--- src/sv/cdob_pkg.sv ---
// package: types and constants for the cfg depth-first walker
`default_nettype none
package cdob_pkg;
	localparam int MAX_BLOCKS_DEF = 16;
	localparam int MAX_SUCC_DEF = 2;

	localparam logic [1:0] KIND_BACK_EDGE = 2'd0;
	localparam logic [1:0] KIND_BLOCK = 2'd1;
	localparam logic [1:0] KIND_EMPTY = 2'd2;

	localparam logic [1:0] REG_NUM_BLOCKS = 2'd0;
	localparam logic [1:0] REG_ROOT = 2'd1;

	typedef struct packed {
		logic [3:0] from_block;
		logic [3:0] to_block;
		logic last;
	} edge_req_t;

	typedef struct packed {
		logic [1:0] kind;
		logic [3:0] block;
		logic [3:0] target;
		logic loop_header;
		logic edges_dropped;
		logic end_of_run;
	} walk_res_t;

	typedef enum logic [3:0] {
		ST_LOAD,
		ST_FRAME,
		ST_FRAME_WAIT,
		ST_SUCC_WAIT,
		ST_SUCC_EVAL,
		ST_BE_RD,
		ST_BE_OUT,
		ST_PO_RD,
		ST_PO_OUT,
		ST_CLEAR
	} walk_state_t;
endpackage
`default_nettype wire

--- src/sv/cdob_ram.sv ---
// generic single-port-write ram with registered read
`default_nettype none
module cdob_ram #(
	parameter int WIDTH = 4,
	parameter int DEPTH = 16
) (
	input wire logic clk,
	input wire logic we,
	input wire logic [$clog2(DEPTH)-1:0] waddr,
	input wire logic [WIDTH-1:0] wdata,
	input wire logic [$clog2(DEPTH)-1:0] raddr,
	output logic [WIDTH-1:0] rdata
);
	logic [WIDTH-1:0] mem [DEPTH];

	always_ff @(posedge clk) begin
		if (we) begin
			mem[waddr] <= wdata;
		end
		rdata <= mem[raddr];
	end
endmodule
`default_nettype wire

--- src/sv/cfg_dfs_order_back_edges_unit.sv ---
// top level: edge loader and depth-first walker with back-edge and order report
//
// usage
//   edges arrive on start/edge_in, one request per cycle while busy is low.
//   a request with last set is loaded like the others and then starts the walk;
//   busy stays high until the walk, the report and the store clear are done.
//   results come out on res_valid/res for one cycle each; the receiver cannot
//   stall, so each record is simply presented once.
//   cfg_we/cfg_index/cfg_data write the block count (0) and the root block (1);
//   write them only while busy is low, they apply to the next walk.
// sequence
//   a last edge starts the walk; each walk step (one per successor tried or
//   block retired) passes the frame, frame wait, successor wait and evaluate
//   states. then each back edge and each reported block is read and output,
//   each list closing with a final read, and the clear sweeps all MAX_BLOCKS
//   entries of the per-block stores. an empty graph goes straight to the clear.
// reset
//   arst_n clears counts, colour, header marks, flags and the controller; the
//   successor, stack, order and back-edge memories need no clear.
//   per-block counts, colours and header marks are flops cleared by a sweep.
`default_nettype none
module cfg_dfs_order_back_edges_unit #(
	parameter int MAX_BLOCKS = cdob_pkg::MAX_BLOCKS_DEF,
	parameter int MAX_SUCCESSORS = cdob_pkg::MAX_SUCC_DEF
) (
	input wire logic clk,
	input wire logic arst_n,
	input wire logic start,
	output logic busy,
	input wire cdob_pkg::edge_req_t edge_in,
	output logic res_valid,
	output cdob_pkg::walk_res_t res,
	input wire logic cfg_we,
	input wire logic [1:0] cfg_index,
	input wire logic [4:0] cfg_data
);
	import cdob_pkg::*;

	localparam int BW = $clog2(MAX_BLOCKS);
	localparam int SD = MAX_BLOCKS * MAX_SUCCESSORS;
	localparam int SW = $clog2(SD);
	localparam int KW = $clog2(MAX_SUCCESSORS + 1);
	localparam int TW = BW + 1;
	localparam int EW = SW + 1;

	// configuration
	logic [4:0] num_blocks_q;
	logic [3:0] root_q;

	always_ff @(posedge clk or negedge arst_n) begin
		if (!arst_n) begin
			num_blocks_q <= '0;
			root_q <= '0;
		end else if (cfg_we) begin
			case (cfg_index)
				REG_NUM_BLOCKS: num_blocks_q <= cfg_data;
				REG_ROOT: root_q <= cfg_data[3:0];
				default: ;
			endcase
		end
	end

	// per-block flop state
	logic [KW-1:0] succ_cnt_q [MAX_BLOCKS];
	logic [1:0] colour_q [MAX_BLOCKS];
	logic header_q [MAX_BLOCKS];
	logic overflow_q;

	walk_state_t state_q, state_d;
	logic [TW-1:0] top_q;
	logic [TW-1:0] po_cnt_q;
	logic [EW-1:0] be_cnt_q;
	logic [EW-1:0] idx_q;
	logic [BW-1:0] cur_b_q;
	logic [KW-1:0] cur_k_q;
	logic [4:0] n_eff;

	assign n_eff = (num_blocks_q > 5'(MAX_BLOCKS)) ? 5'(MAX_BLOCKS) : num_blocks_q;

	logic accept;
	assign accept = start && !busy;
	assign busy = (state_q != ST_LOAD);

	// memories
	logic succ_we;
	logic [SW-1:0] succ_waddr, succ_raddr;
	logic [3:0] succ_rdata;
	logic stk_we;
	logic [BW-1:0] stk_waddr, stk_raddr;
	logic [BW+KW-1:0] stk_wdata, stk_rdata;
	logic po_we;
	logic [BW-1:0] po_raddr;
	logic [3:0] po_rdata;
	logic be_we;
	logic [SW-1:0] be_raddr;
	logic [7:0] be_wdata, be_rdata;

	// a push updates the parent frame first; the new frame is written in the
	// following frame cycle and forwarded, since the stack read sees old data
	logic push_q;
	logic [BW-1:0] push_b_q;
	logic [BW+KW-1:0] push_frame;
	logic [BW-1:0] push_addr;
	assign push_frame = {push_b_q, KW'(0)};
	assign push_addr = BW'(top_q - TW'(1));

	cdob_ram #(.WIDTH(4), .DEPTH(SD)) u_succ (
		.clk(clk), .we(succ_we), .waddr(succ_waddr), .wdata(edge_in.to_block),
		.raddr(succ_raddr), .rdata(succ_rdata));
	cdob_ram #(.WIDTH(BW+KW), .DEPTH(MAX_BLOCKS)) u_stack (
		.clk(clk), .we(stk_we), .waddr(stk_waddr), .wdata(stk_wdata),
		.raddr(stk_raddr), .rdata(stk_rdata));
	cdob_ram #(.WIDTH(4), .DEPTH(MAX_BLOCKS)) u_po (
		.clk(clk), .we(po_we), .waddr(po_cnt_q[BW-1:0]), .wdata(4'(cur_b_q)),
		.raddr(po_raddr), .rdata(po_rdata));
	cdob_ram #(.WIDTH(8), .DEPTH(SD)) u_be (
		.clk(clk), .we(be_we), .waddr(be_cnt_q[SW-1:0]), .wdata(be_wdata),
		.raddr(be_raddr), .rdata(be_rdata));

	// edge load
	logic [BW-1:0] from_idx;
	logic from_ok;
	assign from_idx = edge_in.from_block[BW-1:0];
	assign from_ok = (5'(edge_in.from_block) < 5'(MAX_BLOCKS));
	logic load_ok;
	assign load_ok = accept && from_ok && (succ_cnt_q[from_idx] < KW'(MAX_SUCCESSORS));
	assign succ_we = load_ok;
	assign succ_waddr = SW'(from_idx * MAX_SUCCESSORS) + SW'(succ_cnt_q[from_idx]);

	// walk step evaluation
	logic [3:0] s_val;
	logic [BW-1:0] s_idx;
	logic s_in;
	assign s_val = succ_rdata;
	assign s_idx = s_val[BW-1:0];
	assign s_in = (5'(s_val) < n_eff);
	logic has_succ;
	assign has_succ = (cur_k_q < succ_cnt_q[cur_b_q]) && (cur_k_q < KW'(MAX_SUCCESSORS));
	logic do_push;
	assign do_push = s_in && colour_q[s_idx] == 2'd0 && top_q < TW'(MAX_BLOCKS);
	logic do_back;
	assign do_back = s_in && colour_q[s_idx] == 2'd1;
	logic empty_graph;
	assign empty_graph = (n_eff == 5'd0) || (5'(root_q) >= n_eff);

	assign succ_raddr = SW'(cur_b_q * MAX_SUCCESSORS) + SW'(cur_k_q);
	assign stk_raddr = BW'(top_q - TW'(1));
	assign be_raddr = idx_q[SW-1:0];
	assign po_raddr = BW'(po_cnt_q - TW'(1) - TW'(idx_q));
	assign be_wdata = {4'(cur_b_q), s_val};

	// next state
	always_comb begin
		state_d = state_q;
		case (state_q)
			ST_LOAD: if (accept && edge_in.last) state_d = empty_graph ? ST_CLEAR : ST_FRAME;
			ST_FRAME: state_d = (top_q == '0) ? ST_BE_RD : ST_FRAME_WAIT;
			ST_FRAME_WAIT: state_d = ST_SUCC_WAIT;
			ST_SUCC_WAIT: state_d = ST_SUCC_EVAL;
			ST_SUCC_EVAL: state_d = ST_FRAME;
			ST_BE_RD: state_d = (idx_q == be_cnt_q) ? ST_PO_RD : ST_BE_OUT;
			ST_BE_OUT: state_d = ST_BE_RD;
			ST_PO_RD: state_d = (idx_q == EW'(po_cnt_q)) ? ST_CLEAR : ST_PO_OUT;
			ST_PO_OUT: state_d = ST_PO_RD;
			ST_CLEAR: if (idx_q == EW'(MAX_BLOCKS - 1)) state_d = ST_LOAD;
			default: state_d = ST_LOAD;
		endcase
	end

	// memory writes and result outputs
	always_comb begin
		stk_we = 1'b0;
		stk_waddr = '0;
		stk_wdata = '0;
		po_we = 1'b0;
		be_we = 1'b0;
		res_valid = 1'b0;
		res = '0;
		res.edges_dropped = overflow_q;
		case (state_q)
			ST_LOAD: begin
				if (accept && edge_in.last && !empty_graph) begin
					stk_we = 1'b1;
					stk_wdata = {root_q[BW-1:0], KW'(0)};
				end
			end
			ST_FRAME: begin
				if (push_q) begin
					stk_we = 1'b1;
					stk_waddr = push_addr;
					stk_wdata = push_frame;
				end
			end
			ST_SUCC_EVAL: begin
				if (has_succ) begin
					stk_we = 1'b1;
					stk_waddr = BW'(top_q - TW'(1));
					stk_wdata = {cur_b_q, KW'(cur_k_q + KW'(1))};
					be_we = do_back && be_cnt_q < EW'(SD);
				end else begin
					po_we = po_cnt_q < TW'(MAX_BLOCKS);
				end
			end
			ST_BE_OUT: begin
				res_valid = 1'b1;
				res.kind = KIND_BACK_EDGE;
				res.block = be_rdata[7:4];
				res.target = be_rdata[3:0];
			end
			ST_PO_OUT: begin
				res_valid = 1'b1;
				res.kind = KIND_BLOCK;
				res.block = po_rdata;
				res.target = 4'(idx_q);
				res.loop_header = header_q[po_rdata[BW-1:0]];
				res.end_of_run = (idx_q + EW'(1) == EW'(po_cnt_q));
			end
			ST_CLEAR: begin
				if (idx_q == '0 && po_cnt_q == '0) begin
					res_valid = 1'b1;
					res.kind = KIND_EMPTY;
					res.end_of_run = 1'b1;
				end
			end
			default: ;
		endcase
	end

	always_ff @(posedge clk or negedge arst_n) begin
		if (!arst_n) begin
			state_q <= ST_LOAD;
			top_q <= '0;
			po_cnt_q <= '0;
			be_cnt_q <= '0;
			idx_q <= '0;
			cur_b_q <= '0;
			cur_k_q <= '0;
			overflow_q <= 1'b0;
			push_q <= 1'b0;
			push_b_q <= '0;
			for (int i = 0; i < MAX_BLOCKS; i++) begin
				succ_cnt_q[i] <= '0;
				colour_q[i] <= '0;
				header_q[i] <= 1'b0;
			end
		end else begin
			state_q <= state_d;
			case (state_q)
				ST_LOAD: begin
					idx_q <= '0;
					if (accept) begin
						if (from_ok) begin
							if (load_ok) begin
								succ_cnt_q[from_idx] <= succ_cnt_q[from_idx] + KW'(1);
							end else begin
								overflow_q <= 1'b1;
							end
						end
						if (edge_in.last && !empty_graph) begin
							colour_q[root_q[BW-1:0]] <= 2'd1;
							top_q <= TW'(1);
						end
					end
				end
				ST_FRAME: idx_q <= '0;
				ST_FRAME_WAIT: begin
					// a frame pushed one step ago is taken from the push registers
					cur_b_q <= push_q ? push_b_q : stk_rdata[BW+KW-1:KW];
					cur_k_q <= push_q ? KW'(0) : stk_rdata[KW-1:0];
					push_q <= 1'b0;
				end
				ST_SUCC_EVAL: begin
					if (has_succ) begin
						if (do_back) begin
							header_q[s_idx] <= 1'b1;
							if (be_cnt_q < EW'(SD)) be_cnt_q <= be_cnt_q + EW'(1);
						end else if (do_push) begin
							colour_q[s_idx] <= 2'd1;
							push_q <= 1'b1;
							push_b_q <= s_idx;
							top_q <= top_q + TW'(1);
						end
					end else begin
						colour_q[cur_b_q] <= 2'd2;
						if (po_cnt_q < TW'(MAX_BLOCKS)) po_cnt_q <= po_cnt_q + TW'(1);
						top_q <= top_q - TW'(1);
					end
				end
				ST_BE_RD: if (idx_q == be_cnt_q) idx_q <= '0;
				ST_BE_OUT: idx_q <= idx_q + EW'(1);
				ST_PO_RD: if (idx_q == EW'(po_cnt_q)) idx_q <= '0;
				ST_PO_OUT: idx_q <= idx_q + EW'(1);
				ST_CLEAR: begin
					succ_cnt_q[idx_q[BW-1:0]] <= '0;
					colour_q[idx_q[BW-1:0]] <= '0;
					header_q[idx_q[BW-1:0]] <= 1'b0;
					idx_q <= idx_q + EW'(1);
					if (idx_q == EW'(MAX_BLOCKS - 1)) begin
						top_q <= '0;
						po_cnt_q <= '0;
						be_cnt_q <= '0;
						overflow_q <= 1'b0;
						idx_q <= '0;
					end
				end
				default: ;
			endcase
		end
	end
endmodule
`default_nettype wire
--- config.mk ---
export PLATFORM = sky130hd
export DESIGN_NAME = cfg_dfs_order_back_edges_unit
export DESIGN_NICKNAME = d
export VERILOG_FILES = /design/src/sv/cdob_pkg.sv /design/src/sv/cdob_ram.sv /design/src/sv/cfg_dfs_order_back_edges_unit.sv
export SDC_FILE = /design/constraint.sdc
export NUM_CORES = 1
export LEC_CHECK = 0
export BUFFER_PORTS_ARGS = -buffer_cell sky130_fd_sc_hd__clkbuf_2
export CAP_MARGIN = 0
export CORE_UTILIZATION = 50
export DETAILED_ROUTE_END_ITERATION = 6
export PLACE_DENSITY_LB_ADDON = 0.25
export SETUP_SLACK_MARGIN = 0.02
export SLEW_MARGIN = 0
export SYNTH_ARGS = -nofsm -noshare
export SYNTH_HDL_FRONTEND = slang
export SYNTH_HIERARCHICAL = 1
export SYNTH_SLANG_ARGS = --single-unit
--- constraint.sdc ---
create_clock -name clk -period 13.1 [get_ports clk]
set_clock_uncertainty 0.15 [all_clocks]
set_input_delay 2.62 -clock clk [delete_from_list [all_inputs] [get_ports clk]]
set_output_delay 2.62 -clock clk [all_outputs]
set_load 0.02 [all_outputs]
# Yosys cells after proc, flatten, opt, wreduce, memory -nomap -nowiden
# Memories as Yosys holds them, arrays and structs flattened. A register that Yosys moved wholly into a read port is not among the register bits.
# Index checks and enable logic that the tools add are counted.
# totals
wordCells,302
reg_bits,127
ramBits,544
memories,4
# mem_list
memory,depth,word_bits,read_ports,rd_clocked_by_memory_dff,write_ports,line,text
u_be.mem,32,8,1,1,1,cdob_ram.sv:14,logic [WIDTH-1:0] mem [DEPTH];
u_succ.mem,32,4,1,1,1,cdob_ram.sv:14,
u_stack.mem,16,6,1,1,1,cdob_ram.sv:14,
u_po.mem,16,4,1,1,1,cdob_ram.sv:14,
# classes
n_addsub,11
magnitude_cmp,20
n_eq_ne,32
n_reduce_logical,47
muxes,106
bitwise,22
# op_table
op,count
$mux W32,7
$pmux W32 S3,1
$and A16 B16 Y16,4
$and A32 B32 Y32,2
$not A16 Y16,4
$or A16 B16 Y16,4
$pmux W32 S2,1
$mux W6,10
$mux W5,9
$demux W2 S4,5
$pmux W4 S10,1
$bwmux W32,1
$mux W16,2
$not A32 Y32,1
$pmux W16 S2,1
$ge A5 B5 Y1 const B,6
$ne A2 B2 Y1 const B,15
$not A4 Y5,6
$pmux W6 S5,1
$mux W1,29
$mux W2,13
$lt A5 B1 Y1 const B,5
$bmux W2 S4,3
$mux W4,6
other kinds (53),101

# Longest topological paths before layout
# logic_depth
ltp_word,11
ltp_mapped,15

# By module
# The synthesis kept the hierarchy.
# modules_own_cells
mod,seq_area_each_um2,instances,area_per_inst_um2,cells_each
cdob_ram at u_be,7847.5,1,10053.4,417
cfg_dfs_order_back_edges_unit,3178.0,1,8521.9,920
cdob_ram at u_succ,3923.8,1,5138.7,231
cdob_ram at u_stack,3002.9,1,3895.0,178
cdob_ram at u_po,2001.9,1,2666.3,130

# Worst setup path after synthesis
# No wires, ideal clock.
# synth_timing
kind,input -> register
from,input edge_in[5] in the netlist's numbering
to,"memory u_succ.mem[22][0], in the netlist u_succ/mem[11][0] (enable)"
slack_ns,7.242
setup_time_ns,0.330
stages,8
arrival_time_ns,5.379
cell_sequence,buf_2 -> mux4_2 -> mux4_2 -> ha_1 -> ha_1 -> xor2_1 -> or3b_2 -> nor2_1
# synth_via
elab_cells_between_ends,9
cone_classes,add/sub: 1; order compare: 1; mux: 5; bitwise: 1; reduce/logical: 1
# synth_rtl
item,line,text
"start, declared",cfg_dfs_order_back_edges_unit.sv:30,"input wire cdob_pkg::edge_req_t edge_in,"
$not A4 Y5 (not written as such),cfg_dfs_order_back_edges_unit.sv:128,assign succ_waddr = SW'(from_idx * MAX_SUCCESSORS) + SW'(succ_cnt_q[from_idx]);
$bmux W2 S4,cfg_dfs_order_back_edges_unit.sv:128,
$mux W2 (not written as such) (2 in series),cfg_dfs_order_back_edges_unit.sv:128,
$add A5 B2 Y5 *,cfg_dfs_order_back_edges_unit.sv:128,
named net succ_waddr[3],cfg_dfs_order_back_edges_unit.sv:86,"logic [SW-1:0] succ_waddr, succ_raddr;"
"end, declared",cdob_ram.sv:14,
# Mark *: on every way through the listed nets, which the timed path passes. The rest lies on a longest branch. The select of a mux whose other input is x is not followed.

==> flow_summary.json <==
{
  "outcome": "complete, no violations",
  "io_pins": 35,
  "post_drt_wl_per_cell_um": 25.9,
  "start_util_pct": 50.9,
  "layout-drive-gt1-share_pct": 19.6,
  "drt_wl_total_um": 70600,
  "core_sq_um": 59500,
  "grt_usage_pct": 23.4,
  "cts_tree": "done",
  "place_congestion": 0.964,
  "cp_data_arrival_time_ps": 3630,
  "fin_tns_setup_ps": 0,
  "slew_headroom_pct": 21.9,
  "path_clk_slew_ps": 60,
  "synth_cell_types": 77,
  "whs_ps": 317,
  "mostFrequentLayoutCells": "edfxtp_1, nor2_1, mux4_2",
  "drt_iter0_markers": 1899,
  "ys_top_cells_by_area": "edfxtp_1, mux4_2, dfrtp_1",
  "cts.sink_count": 693,
  "multiInputGateArea_sq_um": 9680,
  "n_fill_cell": 4619,
  "cp_cell_sequence": "nand4bb_1, nor3_1, nand4_1, o21ai_0, clkbuf_2",
  "crit_type": "reg -> out",
  "hold_viol": 0,
  "antenna_found_initial": 1,
  "cts_hold_buf": 0,
  "antenna_cells": 0,
  "hold_path_class": "reg -> reg",
  "grt_max_degree": 67,
  "finalCritPeriodShare_pct": 48.8,
  "synth-seq-cells": 693,
  "cts_made_buffers": 69,
  "grt_pass1_wl_um": 107000,
  "die_x_um": 248,
  "seq_area_sq_um": 20000,
  "clk-insertion-delay-late_ps": 610,
  "endpoint_kind": "output port",
  "synth_top_cell_area_share_pct": 54.0,
  "dp_hpwl_um": 45100,
  "postRouteAntennaNets": 0,
  "viasPerCell": 6.43,
  "post_cts_resized": 0,
  "die_area_sq_um": 61500,
  "layout.nets": 1942,
  "fin_crit_ps": 6400,
  "fmax_mhz": 156,
  "drv_slew": 0,
  "grt_pass1_vias": 17200,
  "yosys.area.top_type": "edfxtp_1",
  "grt_overflow_total": 0,
  "numPortBuffers": 34,
  "final_common_cell": "edfxtp_1",
  "cts_root_buffer": "clkbuf_16",
  "start_kind": "flop",
  "avgSynthCellArea_sq_um": 16.1,
  "die_y_um": 248,
  "async_reset_ff_share_pct": 18.3,
  "syn_inst": 1876,
  "cp.required_ps": 10330,
  "num_rows": 89,
  "ys_warn_count": 6,
  "synthesis.nets": 1921,
  "finalSetupViolations": 0,
  "synth_edf_count": 544,
  "cp_slowest_stage_delay_ps": 860,
  "post_cts_buffers": 0,
  "vdd_drop_max_mv": 0.165,
  "p_per_area_nw_per_um2": 209,
  "cts_max_level": 3,
  "worst_pin_slew_ps": 1170,
  "critical_path.top_delay_family": "simple AND/OR/NAND/NOR gates",
  "rsz0062_at_grt": "false",
  "cp_max_fo": 21,
  "synth_area_sq_um": 30300,
  "area_growth_pct": 9.91,
  "drc": 0,
  "ys.flop_type": "edfxtp_1",
  "slowest_stage": "nand4bb_1",
  "leakagePower_nw": 11.2,
  "yosysSeqAreaShare_pct": 65.9,
  "via_count": 17500,
  "first_pass_iters": 6,
  "utilization_pct": 56.0,
  "max_cap_violations": 0,
  "critPathBufInv": 1,
  "clock_path_buffers": 3
}
==> Yosys cell counts, types with 31 or more instances <==
master / n
edfxtp_1: 544
mux4_2: 159
a31oi_1: 31
nor2_1: 161
nand3_1: 34
o21ai_0: 60
nand2_1: 86
mux2_2: 31
nor2b_1: 31
a21oi_1: 65
clkbuf_1: 62
dfrtp_1: 127
==> layout make-up <==
cell class | count | area share, %
clock buffers | 95 | 5.76
clock inverters | 30 | 0.805
inverters | 28 | 0.316
multi-input cells | 1045 | 29.1
flip-flops and latches | 693 | 60.0
well taps | 773 | 2.91
repair buffers | 60 | 1.11
==> metrics by stage <==
step	instances	total power, mW	worst slack (ps)	instance area, sq um
after floorplan	1876	4.37	7240	30300
after global placement	2599	5.04	6820	31100
after detailed placement	2599	5.08	6740	31100
after CTS	2724	6.99	6740	33300
after global routing	2724	7.25	6470	33300
final	2724	6.97	6700	33300
==> power by group <==
group | total (mW) | leakage, nW | switching (mW) | internal [mW]
Combinational | 2.20 | 3.38 | 1.35 | 0.852
Sequential | 2.85 | 6.77 | 0.155 | 2.70
Clock | 1.91 | 1.06 | 0.818 | 1.09
Total | 6.97 | 11.2 | 2.33 | 4.64
==> per-layer routing <==
| layer | wire [um] | track usage (%) |
|---|---|---|
| met3 | 5040 | 4.68 |
| met2 | 33500 | 36.5 |
| met4 | 2000 | 6.77 |
| met1 | 30000 | 33.6 |
| met5 | 13 | 0 |
==> final timing paths <==
kind                            slack [ps]             start         endpoint  depth (start not counted)
min in group asynchronous             1950            arst_n  num_blocks_q[4]                          1
worst min register to register         320  u_stack/rdata[1]       cur_k_q[1]                          2
worst max-delay path                  6700        state_q[3]           res[0]                          5
worst max register to register        7350        cur_b_q[2]   u_be/mem[0][3]                         13
worst min-delay path                   320  u_stack/rdata[1]       cur_k_q[1]                          2
max in group asynchronous             9390            arst_n       cur_b_q[3]                          2
==> state kept, by name, indices dropped and copies added, names as in the netlist, 5 cells and up <==
signal / flops
succ_cnt_q: 32
top_q: 5
u_be/mem: 256
colour_q: 32
header_q: 16
idx_q: 6
po_cnt_q: 5
u_succ/mem: 128
u_stack/mem: 96
u_be/rdata: 8
u_stack/rdata: 6
u_po/mem: 64
be_cnt_q: 6
num_blocks_q: 5
==> logic make-up (layout without fill, tap and decap cells) <==
group | after synthesis | after routing | synth area share (%)
AO/OA/AOI/OAI | 308 | 308 | 6.94
flip-flops | 693 | 693 | 65.9
AND/OR/NAND/NOR | 451 | 451 | 7.30
XOR/XNOR | 21 | 21 | 0.608
buffers and inverters | 138 | 213 | 2.15
multiplexers | 240 | 240 | 16.0
adder cells (fa/ha/maj) | 25 | 25 | 1.06
==> worst register-to-register path, cell delays in order, from the launching register on <==
cell	delay, ps
dfrtp_2	340
buf_4	560
mux4_2	380
inv_1	50
ha_1	200
or4_1	460
a21oi_1	130
a31oi_1	210
a21oi_1	210
buf_4	290
and3_1	760
and2_1	330
or3b_2	610
nor2_1	710
Power figures use the tool's default switching activity.
